$ cat config.mk
export PLATFORM = sky130hd
export DESIGN_NAME = rotated_sprite_source_mapper
export DESIGN_NICKNAME = d
export VERILOG_FILES = /design/src/hdl/rssm_pkg.sv /design/src/hdl/rotated_sprite_source_mapper.sv
export SDC_FILE = /design/constraint.sdc
export NUM_CORES = 2
export LEC_CHECK = 0
export CELL_PAD_IN_SITES_DETAIL_PLACEMENT = 0
export CELL_PAD_IN_SITES_GLOBAL_PLACEMENT = 2
export CORE_MARGIN = 2
export CORE_UTILIZATION = 25
export DETAILED_ROUTE_END_ITERATION = 10
export DONT_BUFFER_PORTS = 1
export PLACE_DENSITY = 0.63
export SYNTH_ARGS = -nofsm -noshare
export SYNTH_HDL_FRONTEND = slang
export SYNTH_SLANG_ARGS = --single-unit
$ cat constraint.sdc
create_clock -name clk -period 14.9 [get_ports clk]
set_input_delay 2.98 -clock clk [delete_from_list [all_inputs] [get_ports clk]]
set_output_delay 2.98 -clock clk [all_outputs]
set_load 0.01 [all_outputs]
$ cat src/hdl/rssm_pkg.sv
// Types and fixed widths of the rotated sprite source mapper.
// Used by the top level, its port checker and the testbench; depends on nothing else.
package rssm_pkg;

	// Configuration port.
	localparam int CFG_ADDR_W = 5;
	localparam int CFG_DATA_W = 32;

	// Register and field widths.
	localparam int TRIG_W  = 18;
	localparam int PIVOT_W = 12;
	localparam int SDIM_W  = 11;
	localparam int DDIM_W  = 12;
	localparam int COORD_W = 12;
	localparam int SRC_W   = 10;

	// Centered coordinate, one product and the rotation accumulator.
	localparam int CX_W   = COORD_W + 1;
	localparam int PROD_W = CX_W + TRIG_W;
	localparam int ACC_W  = PROD_W + 3;

	// Register indexes, word addressed.
	typedef enum logic [2:0] {
		REG_COS_ANGLE     = 3'd0,
		REG_SIN_ANGLE     = 3'd1,
		REG_PIVOT_X       = 3'd2,
		REG_PIVOT_Y       = 3'd3,
		REG_SOURCE_WIDTH  = 3'd4,
		REG_SOURCE_HEIGHT = 3'd5,
		REG_DEST_WIDTH    = 3'd6,
		REG_DEST_HEIGHT   = 3'd7
	} reg_idx_t;

	// The four rotation products of one pixel.
	typedef struct packed {
		logic signed [PROD_W-1:0] x_cos;
		logic signed [PROD_W-1:0] y_sin;
		logic signed [PROD_W-1:0] x_sin;
		logic signed [PROD_W-1:0] y_cos;
	} prod_t;

endpackage

$ cat src/hdl/rotated_sprite_source_mapper.sv
// Top level of the rotated sprite source mapper: registers, three-stage datapath.
// Depends on rssm_pkg.
//
// Usage:
// Each destination pixel request (dest_x, dest_y) on the in_valid/in_ready
// channel yields exactly one result (src_x, src_y, inside_res) on the
// out_valid/out_ready channel, in order. The pixel is centered on half the
// destination size, rotated by the cosine and sine registers, moved to the
// pivot and floored to whole source pixels; outside the source sprite the
// result is all zero.
// A request reaches out_valid through the input register, product register
// and result register. One request is accepted per cycle while the result
// channel is not stalled; the four 13x18 multipliers between the first two
// registers set the clock period, not the rate.
// When the receiver stalls, each stage holds and in_ready falls once every
// stage is full; no request is dropped.
// Reset empties the pipeline and loads cosine 1.0, sine 0, pivot 0, source
// size 1x1 and destination size 0x0; pready is always high. The user must write
// registers over the APB port only while no request is in flight; not enforced.
module rotated_sprite_source_mapper
	import rssm_pkg::*;
#(
	parameter int MAX_SOURCE_DIM = 1024,
	parameter int FRAC_BITS      = 16
) (
	input  logic                  clk,
	input  logic                  arst_n,
	// APB configuration port
	input  logic                  psel,
	input  logic                  penable,
	input  logic                  pwrite,
	input  logic [CFG_ADDR_W-1:0] paddr,
	input  logic [CFG_DATA_W-1:0] pwdata,
	output logic [CFG_DATA_W-1:0] prdata,
	output logic                  pready,
	// Request channel
	input  logic                  in_valid,
	output logic                  in_ready,
	input  logic [COORD_W-1:0]    dest_x,
	input  logic [COORD_W-1:0]    dest_y,
	// Result channel
	output logic                  out_valid,
	input  logic                  out_ready,
	output logic [SRC_W-1:0]      src_x,
	output logic [SRC_W-1:0]      src_y,
	output logic                  inside_res
);

	localparam int FRACUNIT = 1 << FRAC_BITS;
	localparam int MAXD_W   = $clog2(MAX_SOURCE_DIM + 1);
	localparam int DIM_W    = (MAXD_W > SDIM_W) ? MAXD_W : SDIM_W;
	localparam logic [DIM_W-1:0] MAX_DIM = DIM_W'(MAX_SOURCE_DIM);

	// Configuration registers.
	logic signed [TRIG_W-1:0]  cos_angle_q;
	logic signed [TRIG_W-1:0]  sin_angle_q;
	logic signed [PIVOT_W-1:0] pivot_x_q;
	logic signed [PIVOT_W-1:0] pivot_y_q;
	logic [SDIM_W-1:0]         source_width_q;
	logic [SDIM_W-1:0]         source_height_q;
	logic [DDIM_W-1:0]         dest_width_q;
	logic [DDIM_W-1:0]         dest_height_q;

	logic     cfg_wr;
	reg_idx_t cfg_idx;

	assign pready  = 1'b1;
	assign cfg_wr  = psel && penable && pwrite;
	assign cfg_idx = reg_idx_t'(paddr[CFG_ADDR_W-1:2]);

	// Register writes on the access cycle of a write.
	always_ff @(posedge clk or negedge arst_n) begin
		if (!arst_n) begin
			cos_angle_q     <= TRIG_W'(FRACUNIT);
			sin_angle_q     <= '0;
			pivot_x_q       <= '0;
			pivot_y_q       <= '0;
			source_width_q  <= SDIM_W'(1);
			source_height_q <= SDIM_W'(1);
			dest_width_q    <= '0;
			dest_height_q   <= '0;
		end else if (cfg_wr) begin
			unique case (cfg_idx)
				REG_COS_ANGLE:     cos_angle_q     <= pwdata[TRIG_W-1:0];
				REG_SIN_ANGLE:     sin_angle_q     <= pwdata[TRIG_W-1:0];
				REG_PIVOT_X:       pivot_x_q       <= pwdata[PIVOT_W-1:0];
				REG_PIVOT_Y:       pivot_y_q       <= pwdata[PIVOT_W-1:0];
				REG_SOURCE_WIDTH:  source_width_q  <= pwdata[SDIM_W-1:0];
				REG_SOURCE_HEIGHT: source_height_q <= pwdata[SDIM_W-1:0];
				REG_DEST_WIDTH:    dest_width_q    <= pwdata[DDIM_W-1:0];
				REG_DEST_HEIGHT:   dest_height_q   <= pwdata[DDIM_W-1:0];
				default: ;
			endcase
		end
	end

	// Register readback; signed registers read back sign extended.
	always_comb begin
		unique case (cfg_idx)
			REG_COS_ANGLE:     prdata = CFG_DATA_W'(cos_angle_q);
			REG_SIN_ANGLE:     prdata = CFG_DATA_W'(sin_angle_q);
			REG_PIVOT_X:       prdata = CFG_DATA_W'(pivot_x_q);
			REG_PIVOT_Y:       prdata = CFG_DATA_W'(pivot_y_q);
			REG_SOURCE_WIDTH:  prdata = CFG_DATA_W'(source_width_q);
			REG_SOURCE_HEIGHT: prdata = CFG_DATA_W'(source_height_q);
			REG_DEST_WIDTH:    prdata = CFG_DATA_W'(dest_width_q);
			REG_DEST_HEIGHT:   prdata = CFG_DATA_W'(dest_height_q);
			default:           prdata = '0;
		endcase
	end

	// Pipeline flow control: a stage moves when it is empty or its successor moves.
	logic valid_s1, valid_s2, valid_s3;
	logic adv_s1, adv_s2, adv_s3;

	assign adv_s3    = !valid_s3 || out_ready;
	assign adv_s2    = !valid_s2 || adv_s3;
	assign adv_s1    = !valid_s1 || adv_s2;
	assign in_ready  = adv_s1;
	assign out_valid = valid_s3;

	always_ff @(posedge clk or negedge arst_n) begin
		if (!arst_n) begin
			valid_s1 <= 1'b0;
			valid_s2 <= 1'b0;
			valid_s3 <= 1'b0;
		end else begin
			if (adv_s1) valid_s1 <= in_valid;
			if (adv_s2) valid_s2 <= valid_s1;
			if (adv_s3) valid_s3 <= valid_s2;
		end
	end

	// Stage 1: input register.
	logic [COORD_W-1:0] x_s1, y_s1;

	always_ff @(posedge clk) begin
		if (adv_s1 && in_valid) begin
			x_s1 <= dest_x;
			y_s1 <= dest_y;
		end
	end

	// Stage 2: center the pixel on half the canvas and form the products.
	logic signed [CX_W-1:0] cx, cy;
	prod_t                  prod_d, prod_s2;

	always_comb begin
		cx = $signed({1'b0, x_s1}) - $signed({2'b00, dest_width_q[DDIM_W-1:1]});
		cy = $signed({1'b0, y_s1}) - $signed({2'b00, dest_height_q[DDIM_W-1:1]});
		prod_d.x_cos = PROD_W'(cx) * PROD_W'(cos_angle_q);
		prod_d.y_sin = PROD_W'(cy) * PROD_W'(sin_angle_q);
		prod_d.x_sin = PROD_W'(cx) * PROD_W'(sin_angle_q);
		prod_d.y_cos = PROD_W'(cy) * PROD_W'(cos_angle_q);
	end

	always_ff @(posedge clk) begin
		if (adv_s2 && valid_s1) begin
			prod_s2 <= prod_d;
		end
	end

	// Stage 3: sum with the pivot, floor to pixels and bound check.
	logic signed [ACC_W-1:0] ax, ay, sx, sy, w_ext, h_ext;
	logic [DIM_W-1:0]        w_sat, h_sat;
	logic                    in_src;

	always_comb begin
		ax = ACC_W'(prod_s2.x_cos) + ACC_W'(prod_s2.y_sin)
			+ (ACC_W'(pivot_x_q) <<< FRAC_BITS);
		ay = ACC_W'(prod_s2.y_cos) - ACC_W'(prod_s2.x_sin)
			+ (ACC_W'(pivot_y_q) <<< FRAC_BITS);
		sx = ax >>> FRAC_BITS;
		sy = ay >>> FRAC_BITS;
		// Source size saturates to the largest supported sprite.
		w_sat = (DIM_W'(source_width_q) > MAX_DIM) ? MAX_DIM : DIM_W'(source_width_q);
		h_sat = (DIM_W'(source_height_q) > MAX_DIM) ? MAX_DIM : DIM_W'(source_height_q);
		w_ext = $signed(ACC_W'(w_sat));
		h_ext = $signed(ACC_W'(h_sat));
		in_src = !sx[ACC_W-1] && !sy[ACC_W-1] && (sx < w_ext) && (sy < h_ext);
	end

	always_ff @(posedge clk) begin
		if (adv_s3 && valid_s2) begin
			src_x      <= in_src ? sx[SRC_W-1:0] : '0;
			src_y      <= in_src ? sy[SRC_W-1:0] : '0;
			inside_res <= in_src;
		end
	end

endmodule

==> impl_metrics.yaml <==
timing:
  worstMarginPinSlew_ns: 1.29
  slew_violations: 0
  hold_viol: 0
  final.min_clock_period_ns: 9.90
  min_period_over_period_pct: 66.4
  skew_ns: 0.0248
  setup_viol: 0
  fin_tns_setup_ns: 0
  max_slew_margin_pct: 13.4
  fmax_ghz: 0.101
  rsz0062_at_grt: "false"
yosys:
  synthFlopType: "edfxtp_1"
  synth_mux_area_share_pct: 2.10
  synth_top_area_cell: "fa_1"
  yosysSeqAreaShare_pct: 16.3
  synth-warning-count: 0
  synth-simple-area-share_pct: 14.3
  synth_edf_count: 169
  ys_seq_elements: 278
  synth_compound_area_share_pct: 6.50
  synthAdderAreaFrac_pct: 49.0
  synth.avg_cell_area_um2: 9.85
  synth.top_cell.area_share_pct: 37.5
  async_flop_share_pct: 39.2
  synth_area_leaders: "fa_1 38%, ha_1 11%, edfxtp_1 11%, inv_1 6.9%, dfrtp_1 5.5%"
  netlist_area_um2: 48000
  synth_xor_area_share_pct: 2.97
  synthCells: 4875
  syn-num-nets: 6283
  yosysUniqueCellTypes: 86
  synth_top_family_by_area: "adder cells"
worst_setup_path:
  cp.arrival_ns: 10.23
  end_kind: "flop"
  cp_max_fo: 20
  crit_required_ns: 15.23
  worstSetupPathType: "reg2reg"
  path_buf_inv: 4
  crit_start: "dest_width_q[1]"
  r2r-start: "dest_width_q[1]"
  cp.depth: 32
  cpMostUsedCell: "fa_1"
  reg2reg_depth: 32
  slowest_stage: "a21oi_4"
  cp_top_family: "compound AO/OA/AOI/OAI gates"
  startpoint_type: "flop"
  cpPeakStageDelay_ns: 0.57
global_routing:
  track_usage_pct: 14.8
  first_global_vias: 35100
  antenna_found_initial: 12
  grt_max_degree: 110
  grt_first_pass_wirelength_um: 222000
  grt-ovfl-total: 0
job:
  maxCapViolations: 0
clock_tree:
  clockBufferDepth: 3
  cts_setup_buffers: 0
  clkSlewWorstSetupHoldPaths_ns: 0.06
  cts-htree-levels: 2
  root_buffer: "clkbuf_16"
  insertion_delay_ns: 0.59
  cts_tree: "built"
  cts_num_sinks: 278
  post_cts_resized: 0
  ctsHoldBuffers: 0
  cts_buffers: 37
drt:
  drt_iter0_drc: 1636
  viasPerCell: 4.48
  wire_per_inst_um: 19.4
  dr.pass1.iters: 5
  ant_nets: 0
  wirelength_um: 142000
  via_count: 32700
  drc: 0
placement:
  hpwl_um: 112000
  io_buffers: 0
  routabilityCongestion: 0.830
  placed_cell_area_um2: 51000
floorplanning:
  die_w_um: 442
  num_rows: 160
  coreArea_um2: 191000
  die_area_um2: 196000
  die_h_um: 442
  start_util_pct: 25.2
  num_io_pins: 124
cells_and_area:
  syn2layout_area_growth_pct: 8.85
  finalInstanceArea_um2: 52300
  fillers: 20300
  layout_commonest_cell: "fa_1"
  drive_above_1_share_pct: 6.29
  seq_area_um2: 7810
  fin_nets: 6164
  final_cell_mix: "900 x fa_1, 877 x inv_1, 597 x nand2_1, 440 x ha_1, 226 x and2_1"
  multi_input_area_um2: 36100
outcome:
  status: "completed"
hold_path:
  hold_class: "reg2reg"
  hold_path_depth: 1
  hp-start: "valid_s1"
## area by class of cell
cell class / count / share of cell area, %
Clock inverter: 18 / 0.471
Tap cell: 2511 / 6.01
Antenna cell: 4 / 0.0191
Clock buffer: 50 / 1.96
Timing Repair Buffer: 82 / 1.18
Multi-Input combinational cell: 3478 / 69.1
Sequential cell: 278 / 14.9
Inverter: 879 / 6.31
## registers in the layout, indices dropped and copies added (netlist names)
| signal | count |
|---|---|
| valid_s1 | 1 |
| src_y | 10 |
| y_s1 | 12 |
| dest_height_q | 12 |
| pivot_y_q | 12 |
| x_s1 | 12 |
| sin_angle_q | 18 |
| source_width_q | 11 |
| pivot_x_q | 12 |
| inside_res | 1 |
| cos_angle_q | 18 |
| src_x | 10 |
| source_height_q | 11 |
| prod_s2 | 124 |
| out_valid | 1 |
| dest_width_q | 12 |
| valid_s2 | 1 |
## final timing paths
| path | endpoint | slack [ns] |
|---|---|---|
| setup / recovery | prod_s2[120] | 5.00 |
| hold / removal | valid_s2 | 0.50 |
| setup reg to reg | prod_s2[120] | 5.00 |
| hold reg to reg | valid_s2 | 0.50 |
| max in group asynchronous | cos_angle_q[16] | 12.53 |
| min in group asynchronous | cos_angle_q[5] | 2.09 |
## per-stage QoR
stage	util [%]	instances	worst slack, ns	hold WS (ns)
3_3_place_gp	26.8	7228	5.08	0.477
6_report	27.4	7300	5.00	0.495
4_1_cts	27.4	7296	4.99	0.496
2_1_floorplan	-	4875	6.81	0.449
3_5_place_dp	26.8	7228	5.03	0.480
5_1_grt	27.4	7298	4.37	0.533
## synth_stat cells (15+ instances only)
library cell    n
nand2_1       597
nand4_1        15
nor2_1        215
ha_1          440
nand3_1        39
fa_1          900
buf_4          15
mux2_2         70
or2_2          17
a31oi_1        17
nand2b_1       93
xor2_1         33
buf_1          17
and2_1        227
edfxtp_1      169
inv_1         877
a21o_1         50
and3_1         16
nor2b_1       114
clkbuf_1      199
nor3_1         28
a211oi_1       19
xnor2_1       130
a21oi_1       118
dfrtp_1       106
o21ai_0       132
o21bai_1       20
## per-layer routing
layer	global-route usage, %	share of wire, %	vias up	wire [um]
li1	-	-	14900	-
met3	1.24	3.1	111	4380
met2	25.2	48	526	68000
met5	0	0	-	0
met1	20.7	47	17200	66900
met4	2.52	1.7	0	2470
## kinds of logic after synthesis
| family | after synthesis |
|---|---|
| and+or+nand+nor | 1407 |
| adders and majority gates | 1340 |
| buffers and inverters | 1119 |
| AOI/OAI and AO/OA | 480 |
| DFF | 278 |
| xor gates and xnor gates | 163 |
| muxes | 87 |
| other | 1 |
Power is not shown: default switching activity piles up to over one toggle a cycle in this logic, so the estimate is an artifact.
